<file path="config.mk">
export PLATFORM = sky130hd
export DESIGN_NAME = digram_tree_text_expander_core
export DESIGN_NICKNAME = d
export VERILOG_FILES = /design/src/hw/rtl/dte_pkg.sv /design/src/hw/rtl/dte_front.sv /design/src/hw/rtl/dte_back.sv /design/src/hw/rtl/digram_tree_text_expander_core.sv
export SDC_FILE = /design/constraint.sdc
export NUM_CORES = 2
export LEC_CHECK = 0
export BUFFER_PORTS_ARGS = -buffer_cell sky130_fd_sc_hd__buf_2
export CAP_MARGIN = 20
export CORE_MARGIN = 1
export CORE_UTILIZATION = 45
export DETAILED_ROUTE_END_ITERATION = 8
export MAX_ROUTING_LAYER = met4
export PLACE_DENSITY = 0.71
export SLEW_MARGIN = 10
export SYNTH_ARGS = -nofsm -noshare
export SYNTH_HDL_FRONTEND = slang
export SYNTH_SLANG_ARGS = --single-unit
export TNS_END_PERCENT = 5
</file>
<file path="constraint.sdc">
create_clock -name aclk -period 4 [get_ports aclk]
set_input_delay 0.2 -clock aclk [delete_from_list [all_inputs] [get_ports aclk]]
set_output_delay 0.2 -clock aclk [all_outputs]
set_load 0.1 [all_outputs]
</file>
<file path="src/hw/rtl/dte_pkg.sv">
`timescale 1ns / 1ps
// ----------------------------------------------------------------------------
// dte_pkg
// Shared constants, types and codes for the digram tree text expander.
// ----------------------------------------------------------------------------
package dte_pkg;

    localparam int CHAR_W          = 8;
    localparam int STACK_DEPTH     = 8;
    localparam int FIRST_PAIR_CODE = 136;
    localparam int MAX_EXPANSION   = 64;
    localparam int PAIR_COUNT      = 256 - FIRST_PAIR_CODE;
    localparam int TABLE_IDX_W     = 7;
    localparam int ENTRY_W         = 2 * CHAR_W;

    localparam int STACK_PTR_W     = $clog2(STACK_DEPTH + 1);
    localparam int STACK_IDX_W     = (STACK_DEPTH > 1) ? $clog2(STACK_DEPTH) : 1;
    localparam int COUNT_W         = $clog2(MAX_EXPANSION + 1);
    localparam int LOOKUP_W        = $clog2(PAIR_COUNT + 1);

    localparam logic [CHAR_W-1:0] TERMINATOR_RESET = CHAR_W'(32);

    // configuration port
    localparam int CFG_ADDR_W = 3;
    localparam int CFG_DATA_W = 32;
    localparam logic REG_TERMINATOR = 1'b0;

    typedef enum logic {
        KIND_DECODE = 1'b0,
        KIND_WRITE  = 1'b1
    } kind_t;

    typedef struct packed {
        kind_t                  kind;
        logic [CHAR_W-1:0]      code;
        logic [TABLE_IDX_W-1:0] index;
        logic [CHAR_W-1:0]      left;
        logic [CHAR_W-1:0]      right;
    } item_t;

    typedef enum logic [1:0] {
        ST_IDLE,
        ST_EVAL,
        ST_READ
    } state_t;

endpackage

</file>
<file path="src/hw/rtl/dte_front.sv">
`timescale 1ns / 1ps
// ----------------------------------------------------------------------------
// dte_front
// Accepts input transactions, classifies them and queues them for the back
// end in a two-entry queue. Out-of-range table writes are dropped here.
// ----------------------------------------------------------------------------
module dte_front (
    input  logic                          aclk,
    input  logic                          aresetn,
    input  logic                          s_valid,
    output logic                          s_ready,
    input  logic                          s_req_type,
    input  logic [dte_pkg::CHAR_W-1:0]      s_code,
    input  logic [dte_pkg::TABLE_IDX_W-1:0] s_index,
    input  logic [dte_pkg::CHAR_W-1:0]      s_left,
    input  logic [dte_pkg::CHAR_W-1:0]      s_right,
    output logic                          q_valid,
    input  logic                          q_ready,
    output dte_pkg::item_t                q_item
);
    import dte_pkg::*;

    item_t       queue_reg [2];
    logic        wr_ptr_reg, wr_ptr_next;
    logic        rd_ptr_reg, rd_ptr_next;
    logic [1:0]  fill_reg, fill_next;
    logic        push, pop;
    item_t       in_item;

    assign s_ready = (fill_reg != 2'd2);
    assign q_valid = (fill_reg != 2'd0);
    assign q_item  = queue_reg[rd_ptr_reg];

    always_comb begin
        in_item.kind  = s_req_type ? KIND_WRITE : KIND_DECODE;
        in_item.code  = s_code;
        in_item.index = s_index;
        in_item.left  = s_left;
        in_item.right = s_right;
    end

    // drop writes beyond the table
    assign push = s_valid && s_ready &&
                  !(s_req_type && (s_index >= TABLE_IDX_W'(PAIR_COUNT)));
    assign pop  = q_valid && q_ready;

    always_comb begin
        wr_ptr_next = push ? ~wr_ptr_reg : wr_ptr_reg;
        rd_ptr_next = pop ? ~rd_ptr_reg : rd_ptr_reg;
        fill_next   = fill_reg + {1'b0, push} - {1'b0, pop};
    end

    always_ff @(posedge aclk) begin
        if (!aresetn) begin
            wr_ptr_reg <= 1'b0;
            rd_ptr_reg <= 1'b0;
            fill_reg   <= 2'd0;
        end else begin
            wr_ptr_reg <= wr_ptr_next;
            rd_ptr_reg <= rd_ptr_next;
            fill_reg   <= fill_next;
        end
    end

    always_ff @(posedge aclk) begin
        if (push) begin
            queue_reg[wr_ptr_reg] <= in_item;
        end
    end

endmodule

</file>
<file path="src/hw/rtl/dte_back.sv">
`timescale 1ns / 1ps
// ----------------------------------------------------------------------------
// dte_back
// Executes queued transactions: loads the pair table, or expands one code
// byte through the pair table and pending stack into an output register.
// ----------------------------------------------------------------------------
module dte_back (
    input  logic                     aclk,
    input  logic                     aresetn,
    input  logic [dte_pkg::CHAR_W-1:0] terminator_below,
    input  logic                     q_valid,
    output logic                     q_ready,
    input  dte_pkg::item_t           q_item,
    output logic                     m_valid,
    input  logic                     m_ready,
    output logic [dte_pkg::CHAR_W-1:0] m_char,
    output logic                     m_last,
    output logic                     m_eos,
    output logic                     m_ovf
);
    import dte_pkg::*;

    // pair table: left symbol in the upper byte
    logic [ENTRY_W-1:0]     table_mem [PAIR_COUNT];
    logic [ENTRY_W-1:0]     rd_data_reg;
    logic                   rd_en, wr_en;
    logic [TABLE_IDX_W-1:0] rd_addr;

    logic [CHAR_W-1:0]      stack_reg [STACK_DEPTH];
    logic                   push_en;
    logic [STACK_IDX_W-1:0] push_idx, top_idx;

    state_t                 state_reg, state_next;
    logic [CHAR_W-1:0]      ch_reg, ch_next;
    logic [STACK_PTR_W-1:0] depth_reg, depth_next;
    logic [LOOKUP_W-1:0]    lookups_reg, lookups_next;
    logic [COUNT_W-1:0]     count_reg, count_next;

    logic                   out_valid_reg, out_valid_next;
    logic [CHAR_W-1:0]      out_char_reg, out_char_next;
    logic                   out_last_reg, out_last_next;
    logic                   out_eos_reg, out_eos_next;
    logic                   out_ovf_reg, out_ovf_next;

    logic out_free, is_pair, eos, done, cap, emit;

    assign out_free = !out_valid_reg || m_ready;
    assign is_pair  = (ch_reg >= CHAR_W'(FIRST_PAIR_CODE));
    assign eos      = (ch_reg < terminator_below);
    assign done     = eos || (depth_reg == '0);
    assign cap      = !done && (count_reg >= COUNT_W'(MAX_EXPANSION - 1));
    assign rd_addr  = TABLE_IDX_W'(ch_reg - CHAR_W'(FIRST_PAIR_CODE));
    assign push_idx = STACK_IDX_W'(depth_reg);
    assign top_idx  = STACK_IDX_W'(depth_reg - STACK_PTR_W'(1));
    assign wr_en    = (state_reg == ST_IDLE) && q_valid && (q_item.kind == KIND_WRITE);

    assign m_valid = out_valid_reg;
    assign m_char  = out_char_reg;
    assign m_last  = out_last_reg;
    assign m_eos   = out_eos_reg;
    assign m_ovf   = out_ovf_reg;

    always_comb begin
        state_next    = state_reg;
        ch_next       = ch_reg;
        depth_next    = depth_reg;
        lookups_next  = lookups_reg;
        count_next    = count_reg;
        q_ready       = 1'b0;
        rd_en         = 1'b0;
        push_en       = 1'b0;
        emit          = 1'b0;
        out_char_next = out_char_reg;
        out_last_next = out_last_reg;
        out_eos_next  = out_eos_reg;
        out_ovf_next  = out_ovf_reg;

        case (state_reg)
            ST_IDLE: begin
                q_ready = 1'b1;
                if (q_valid && (q_item.kind == KIND_DECODE)) begin
                    ch_next      = q_item.code;
                    depth_next   = '0;
                    lookups_next = '0;
                    count_next   = '0;
                    state_next   = ST_EVAL;
                end
            end
            ST_EVAL: begin
                if (is_pair) begin
                    if (lookups_reg >= LOOKUP_W'(PAIR_COUNT)) begin
                        // cyclic left chain: give up with a blank result
                        if (out_free) begin
                            emit          = 1'b1;
                            out_char_next = '0;
                            out_last_next = 1'b1;
                            out_eos_next  = 1'b0;
                            out_ovf_next  = 1'b1;
                            state_next    = ST_IDLE;
                        end
                    end else begin
                        rd_en        = 1'b1;
                        lookups_next = lookups_reg + LOOKUP_W'(1);
                        state_next   = ST_READ;
                    end
                end else if (out_free) begin
                    emit          = 1'b1;
                    out_char_next = ch_reg;
                    out_last_next = done || cap;
                    out_eos_next  = eos;
                    out_ovf_next  = cap;
                    if (done || cap) begin
                        state_next = ST_IDLE;
                    end else begin
                        ch_next      = stack_reg[top_idx];
                        depth_next   = depth_reg - STACK_PTR_W'(1);
                        lookups_next = '0;
                        count_next   = count_reg + COUNT_W'(1);
                    end
                end
            end
            ST_READ: begin
                // push the right symbol unless full, follow the left one
                if (depth_reg < STACK_PTR_W'(STACK_DEPTH)) begin
                    push_en    = 1'b1;
                    depth_next = depth_reg + STACK_PTR_W'(1);
                end
                ch_next    = rd_data_reg[ENTRY_W-1:CHAR_W];
                state_next = ST_EVAL;
            end
            default: begin
                state_next = ST_IDLE;
            end
        endcase

        if (emit) begin
            out_valid_next = 1'b1;
        end else if (m_ready) begin
            out_valid_next = 1'b0;
        end else begin
            out_valid_next = out_valid_reg;
        end
    end

    always_ff @(posedge aclk) begin
        if (!aresetn) begin
            state_reg     <= ST_IDLE;
            out_valid_reg <= 1'b0;
            depth_reg     <= '0;
        end else begin
            state_reg     <= state_next;
            out_valid_reg <= out_valid_next;
            depth_reg     <= depth_next;
        end
    end

    always_ff @(posedge aclk) begin
        ch_reg       <= ch_next;
        lookups_reg  <= lookups_next;
        count_reg    <= count_next;
        out_char_reg <= out_char_next;
        out_last_reg <= out_last_next;
        out_eos_reg  <= out_eos_next;
        out_ovf_reg  <= out_ovf_next;
    end

    always_ff @(posedge aclk) begin
        if (push_en) begin
            stack_reg[push_idx] <= rd_data_reg[CHAR_W-1:0];
        end
    end

    always_ff @(posedge aclk) begin
        if (wr_en) begin
            table_mem[q_item.index] <= {q_item.left, q_item.right};
        end
        if (rd_en) begin
            rd_data_reg <= table_mem[rd_addr];
        end
    end

endmodule

</file>
<file path="src/hw/rtl/digram_tree_text_expander_core.sv">
`timescale 1ns / 1ps
// ----------------------------------------------------------------------------
// digram_tree_text_expander_core
// Expands digram-tree compressed text into plain characters.
// ----------------------------------------------------------------------------
// Usage:
//   s_ channel: one transaction per compressed byte (s_tuser = 0) or per
//   pair-table load (s_tuser = 1). Load the table before decoding any pair
//   code that refers to it. Loads past the last pair entry are dropped.
//   m_ channel: one transaction per expanded character; m_tlast marks the
//   final character of one compressed byte, m_tuser flags end of string and
//   a cut-off expansion. Table loads produce no output.
//   Path: a literal byte passes through the queue, the expander registers
//   and the output register on its way to m_. The expander takes each
//   transaction off the queue in its idle state, emits each character from
//   its evaluate state, and runs each pair lookup through the evaluate and
//   read states, as the pair-table read port is registered. A two-entry
//   queue lets the s_ side run ahead while the back end expands.
//   Reset: clears the queue, the expander and the output register, and sets
//   terminator_below to 32; the pair table is not cleared.
//   Stall: with m_tready low the result holds in the output register and
//   the expander waits; once the queue fills, s_tready drops.
//   Config: APB register 0 (address 0) is terminator_below; write it only
//   while the block is idle.
// ----------------------------------------------------------------------------
module digram_tree_text_expander_core (
    input  logic                           aclk,
    input  logic                           aresetn,
    // input stream
    input  logic                           s_tvalid,
    output logic                           s_tready,
    // [7:0] code_byte, [14:8] table_index, [22:15] left_symbol,
    // [30:23] right_symbol, [31] zero
    input  logic [31:0]                    s_tdata,
    // [0] req_type
    input  logic                           s_tuser,
    // output stream
    output logic                           m_tvalid,
    input  logic                           m_tready,
    // [7:0] out_char
    output logic [7:0]                     m_tdata,
    output logic                           m_tlast,
    // [0] end_of_string, [1] expansion_overflow
    output logic [1:0]                     m_tuser,
    // configuration
    input  logic                           psel,
    input  logic                           penable,
    input  logic                           pwrite,
    input  logic [dte_pkg::CFG_ADDR_W-1:0] paddr,
    input  logic [dte_pkg::CFG_DATA_W-1:0] pwdata,
    output logic [dte_pkg::CFG_DATA_W-1:0] prdata,
    output logic                           pready
);
    import dte_pkg::*;

    logic [CHAR_W-1:0] terminator_reg, terminator_next;
    logic              cfg_write, reg_sel;
    logic              q_valid, q_ready;
    item_t             q_item;

    // register index lives above the byte offset
    assign reg_sel   = paddr[CFG_ADDR_W-1];
    assign pready    = 1'b1;
    assign cfg_write = psel && penable && pwrite && pready;

    always_comb begin
        terminator_next = terminator_reg;
        if (cfg_write && (reg_sel == REG_TERMINATOR)) begin
            terminator_next = pwdata[CHAR_W-1:0];
        end
    end

    always_comb begin
        if (reg_sel == REG_TERMINATOR) begin
            prdata = CFG_DATA_W'(terminator_reg);
        end else begin
            prdata = '0;
        end
    end

    always_ff @(posedge aclk) begin
        if (!aresetn) begin
            terminator_reg <= TERMINATOR_RESET;
        end else begin
            terminator_reg <= terminator_next;
        end
    end

    // front end: accept, classify, queue
    dte_front u_front (
        .aclk       (aclk),
        .aresetn    (aresetn),
        .s_valid    (s_tvalid),
        .s_ready    (s_tready),
        .s_req_type (s_tuser),
        .s_code     (s_tdata[7:0]),
        .s_index    (s_tdata[14:8]),
        .s_left     (s_tdata[22:15]),
        .s_right    (s_tdata[30:23]),
        .q_valid    (q_valid),
        .q_ready    (q_ready),
        .q_item     (q_item)
    );

    // back end: table loads and expansion
    dte_back u_back (
        .aclk             (aclk),
        .aresetn          (aresetn),
        .terminator_below (terminator_reg),
        .q_valid          (q_valid),
        .q_ready          (q_ready),
        .q_item           (q_item),
        .m_valid          (m_tvalid),
        .m_ready          (m_tready),
        .m_char           (m_tdata),
        .m_last           (m_tlast),
        .m_eos            (m_tuser[0]),
        .m_ovf            (m_tuser[1])
    );

endmodule

</file>
==> results by stage <==
Run status:
- The flow ran to the end, and the final reports show no timing, DRC or antenna violations.

Power and ir drop:
- The areal power density over the cells is 716 nW/um^2.
- The overall power is 67.3 mW.
- The part of the total power dissipated in the clock network is 0.274.
- The switching power is 21.8 mW.
- The switching part of the total power is 0.324.
- Of the total power, registers draw 0.402.
- The internal power of the cells totals 45.5 mW.
- In this run the static leakage power is 29.9 nW.
- The share of total power dissipated in combinational logic is 0.324.
- The largest voltage drop on the vdd net is 0.577 mV.

STA:
- Setup repair after global routing left no endpoint under its margin.
- The maximum clock rate is 283 MHz.
- The number of failing hold endpoints at the final stage is 0.
- Final hold analysis gives a worst-case slack of 0.0838 ns.
- The worst setup skew after layout is 0.0362 ns.
- The total of endpoints with negative setup slack in the final report is 0.
- The shortest clock period the worst path allows after layout is 3.53 ns.
- The setup total negative slack is 0 ns.
- The slew at the pin closest to its max-slew limit is 1.18 ns.
- The final number of max-transition violations came to 0.
- Across all setup checks in the final design, the least slack found is 0.467 ns.
- The part of the cycle the worst path needs is 0.883.
- In this run the tightest slew margin relative to its limit is 0.212.

Route:
- The total iterations of the first detailed-routing run is 5.
- In this run the remaining antenna-violating nets after routing total 0.
- The routed wire length per instance is 29.5 um.
- The remaining routing DRC violations is 0.
- Detailed routing inserted a total of 40500 vias.
- The sum of routed wire length over all layers is 199000 um.
- The routed via count divided by cell count is 6.03.
- The violation count after the first detailed-routing iteration is 5738.

Global routing:
- The met1 global-route usage is 0.297.
- The met3 layer usage reported by global route is 0.0462.
- The fraction of met2 tracks used by global routing is 0.339.
- Entering global routing, the biggest net connects 121 pins.
- The global-route wire length before repair is 285000 um.
- The number of global-route vias before repair is 40200.
- The initial antenna violation count is 7.
- In the global route stage, overall resource usage came out at 0.222.
- The final global-route overflow total is 0.
- The busiest layer in global routing is met2.

Cells and area:
- The most common library cell in the layout ignoring fill and taps is edfxtp_1.
- The final layout net count is 4287.
- Of the cells placed in the final design, the portion with a size suffix greater than 1 is 0.277.
- The number of flip-flops in the largest register is 1920.
- Measured on the finished design, the core utilization comes to 0.519.
- After the flow finishes, the layout carries non-filler instances totaling 6725.
- Leaving out fill and tap cells, the most frequent cells in the layout are edfxtp_1 (2097), mux4_2 (518), buf_4 (257), clkbuf_16 (204), nor2_1 (158).
- The post-synthesis to final-layout area growth is 14.4%.
- The finished cells cover 94000 sq um.

Worst setup path:
- The type of the setup path with the least slack is reg2reg.
- STA classifies the critical path startpoint as a flop.
- The most prevalent standard cell on the critical path is buf_4.
- For the worst setup path, the data required time is 4.51 ns.
- The cell with the largest stage delay on the worst path is dfxtp_2.
- The delay of the slowest cell on the worst path is 0.83 ns.
- Traced cell by cell, the critical path runs through mux2_2, nor2b_1, buf_4, nand3_1, buf_4, nor2_1, buf_4.
- The biggest fanout along the worst timing path is 29.
- The critical path data arrival time is 4.04 ns.
- The kind of capture point of the worst setup path is a flop.

Yosys:
- For this run, asynchronously set or reset flops after synthesis account for 0.
- Of the synthesized area, sequential elements account for 0.771.
- The share of the synthesized area in the top cell type is 0.766.
- The most used flip-flop cell after synthesis is edfxtp_1.
- Yosys printed 0 warnings.
- Of all cell types, the one taking the most synthesized area is edfxtp_1.
- The synthesized design contains 2097 enable-type register cells.
- After synthesis, the netlist uses 57 different library cells.
- Dividing the synthesized area by the synthesized cell count gives 21.8 sq um.
- The summed instance area of the synthesized netlist is 82200 sq um.
- Counting flops and latches in the post-synthesis netlist gives 2117.
- The cell count after synthesis came out at 3772.
- In the post-synthesis netlist, the biggest area contributors are edfxtp_1 (77%), mux4_2 (14%), mux2i_1 (1.4%), a22oi_1 (0.78%), nor2_1 (0.75%).

Place:
- The half-perimeter wire length after detailed placement is 119000 um.
- The post-placement worst setup slack is 0.570 ns.
- Routability-driven placement finished with a final weighted congestion of 0.878.
- The count of placed standard cells including taps is 6301.
- The total cell area at the placement stage is 87100 sq um.
- The count of buffers added on input and output ports is 68.

Floorplanning:
- The number of placed I/O pins is 121.
- In this run the core area contains 156 standard-cell rows.
- Measured along the x axis, the die boundary spans 429 um.
- The die is 429 um tall.
- The core region is 181000 sq um.
- The starting utilization of the core area is 0.454.
- The die covers 184000 sq um.

Clock tree:
- The clock reaches the later pin of the worst-skew pair after 0.84 ns.
- The post-cts repair resize count is 0.
- The root cell of the clock tree is clkbuf_16.
- The number of sinks on the clock net is 2117.
- TritonCTS built the clock tree.
- In this run the number of H-tree levels came out at 4.
- Clock tree synthesis inserted a total of 199 buffers.
- The clock edge transition at the registers on the reported setup and hold paths is 0.06 ns.
- In this run the deepest clock path goes through 3 buffers.

Worst hold path:
- The worst hold path belongs to the class in2reg.

Flow run:
- The number of max-capacitance violations reported is 0.
layer usage:
layer  vias up  part of all wire
li1      16600                 -
met1     21300              0.39
met2      2282              0.48
met3       337              0.10
met4         0             0.035
met5         -                 0
power groups by stage:
stage          clock network [mW]  logic (mW)  registers (mW)
3_3_place_gp                    0        21.3            27.5
5_1_grt                      19.5        22.7            27.1
4_1_cts                      18.7        21.7            27.1
6_report                     18.4        21.8            27.1
2_1_floorplan                   0        13.4            27.5
3_5_place_dp                    0        21.6            27.5
cell usage after synthesis (2+ instances only):
master,number
dfxtp_1,20
and3_1,5
a32oi_1,8
a311oi_1,6
nor3_1,18
nor2_1,165
mux4_1,3
buf_2,52
xnor2_1,12
conb_1,2
nand2b_1,11
ha_1,20
o211a_1,2
mux2i_1,111
nand3_1,39
a31oi_1,32
o21a_1,3
buf_6,30
edfxtp_1,2097
nor2b_1,34
o41ai_1,2
buf_1,13
a21o_1,3
inv_1,27
nand2_1,115
nor4_1,2
o22ai_1,15
buf_4,58
xor2_1,7
o21ai_0,16
o211ai_1,8
mux4_2,518
a21boi_0,8
a211oi_1,36
mux2_2,21
o32ai_1,6
clkbuf_1,73
nand4_1,4
a22oi_1,85
a21oi_1,32
a221oi_1,6
and2_1,32
final timing paths:
| kind | slack (ns) | depth (start not counted) | end | startpoint |
|---|---|---|---|---|
| hold reg to reg | 0.54 | 2 | u_back.state_reg[0]$_SDFFE_PN0P_ | u_back.state_reg[0]$_SDFFE_PN0P_ |
| setup reg to reg | 0.47 | 7 | u_back.table_mem[45][3]$_DFFE_PP_ | flop |
| hold / removal | 0.08 | 2 | u_front.queue_reg[0][12]$_DFFE_PP_ | s_tdata[19] |
| setup / recovery | 0.47 | 7 | u_back.table_mem[45][3]$_DFFE_PP_ | flop |
layout make-up:
type / instances / area [sq um]
diodes: 3 / 7.51
clock buffers: 238 / 5270
clock inverters: 123 / 1090
fillers: 13600 / 87100
inverters: 28 / 105
multi-input cells: 1424 / 17600
flip-flops and latches: 2117 / 63400
well taps: 2370 / 2970
repair buffers: 422 / 3600
cells by family after synthesis:
family | share of synthesized area
buf+inv | 0.0178
compound gates | 0.0237
other cells | 0.0000913
fa+ha+maj | 0.00304
simple gates | 0.0234
flops | 0.771
mux | 0.159
xor+xnor | 0.00202
worst max-delay path, delay by kind of cell, from the launching register on:
family	cells	cell delay [ns]
mux	1	0.32
buf+inv	3	0.98
simple gates	3	1.04
flops	1	0.83
repair_timing:
| action | CTS | global route |
|---|---|---|
| hold buffers | 60 | 0 |
| setup buffers | 0 | 0 |
| hold endpoints to repair | 97 | 0 |
(Power assumes the default switching activity.)
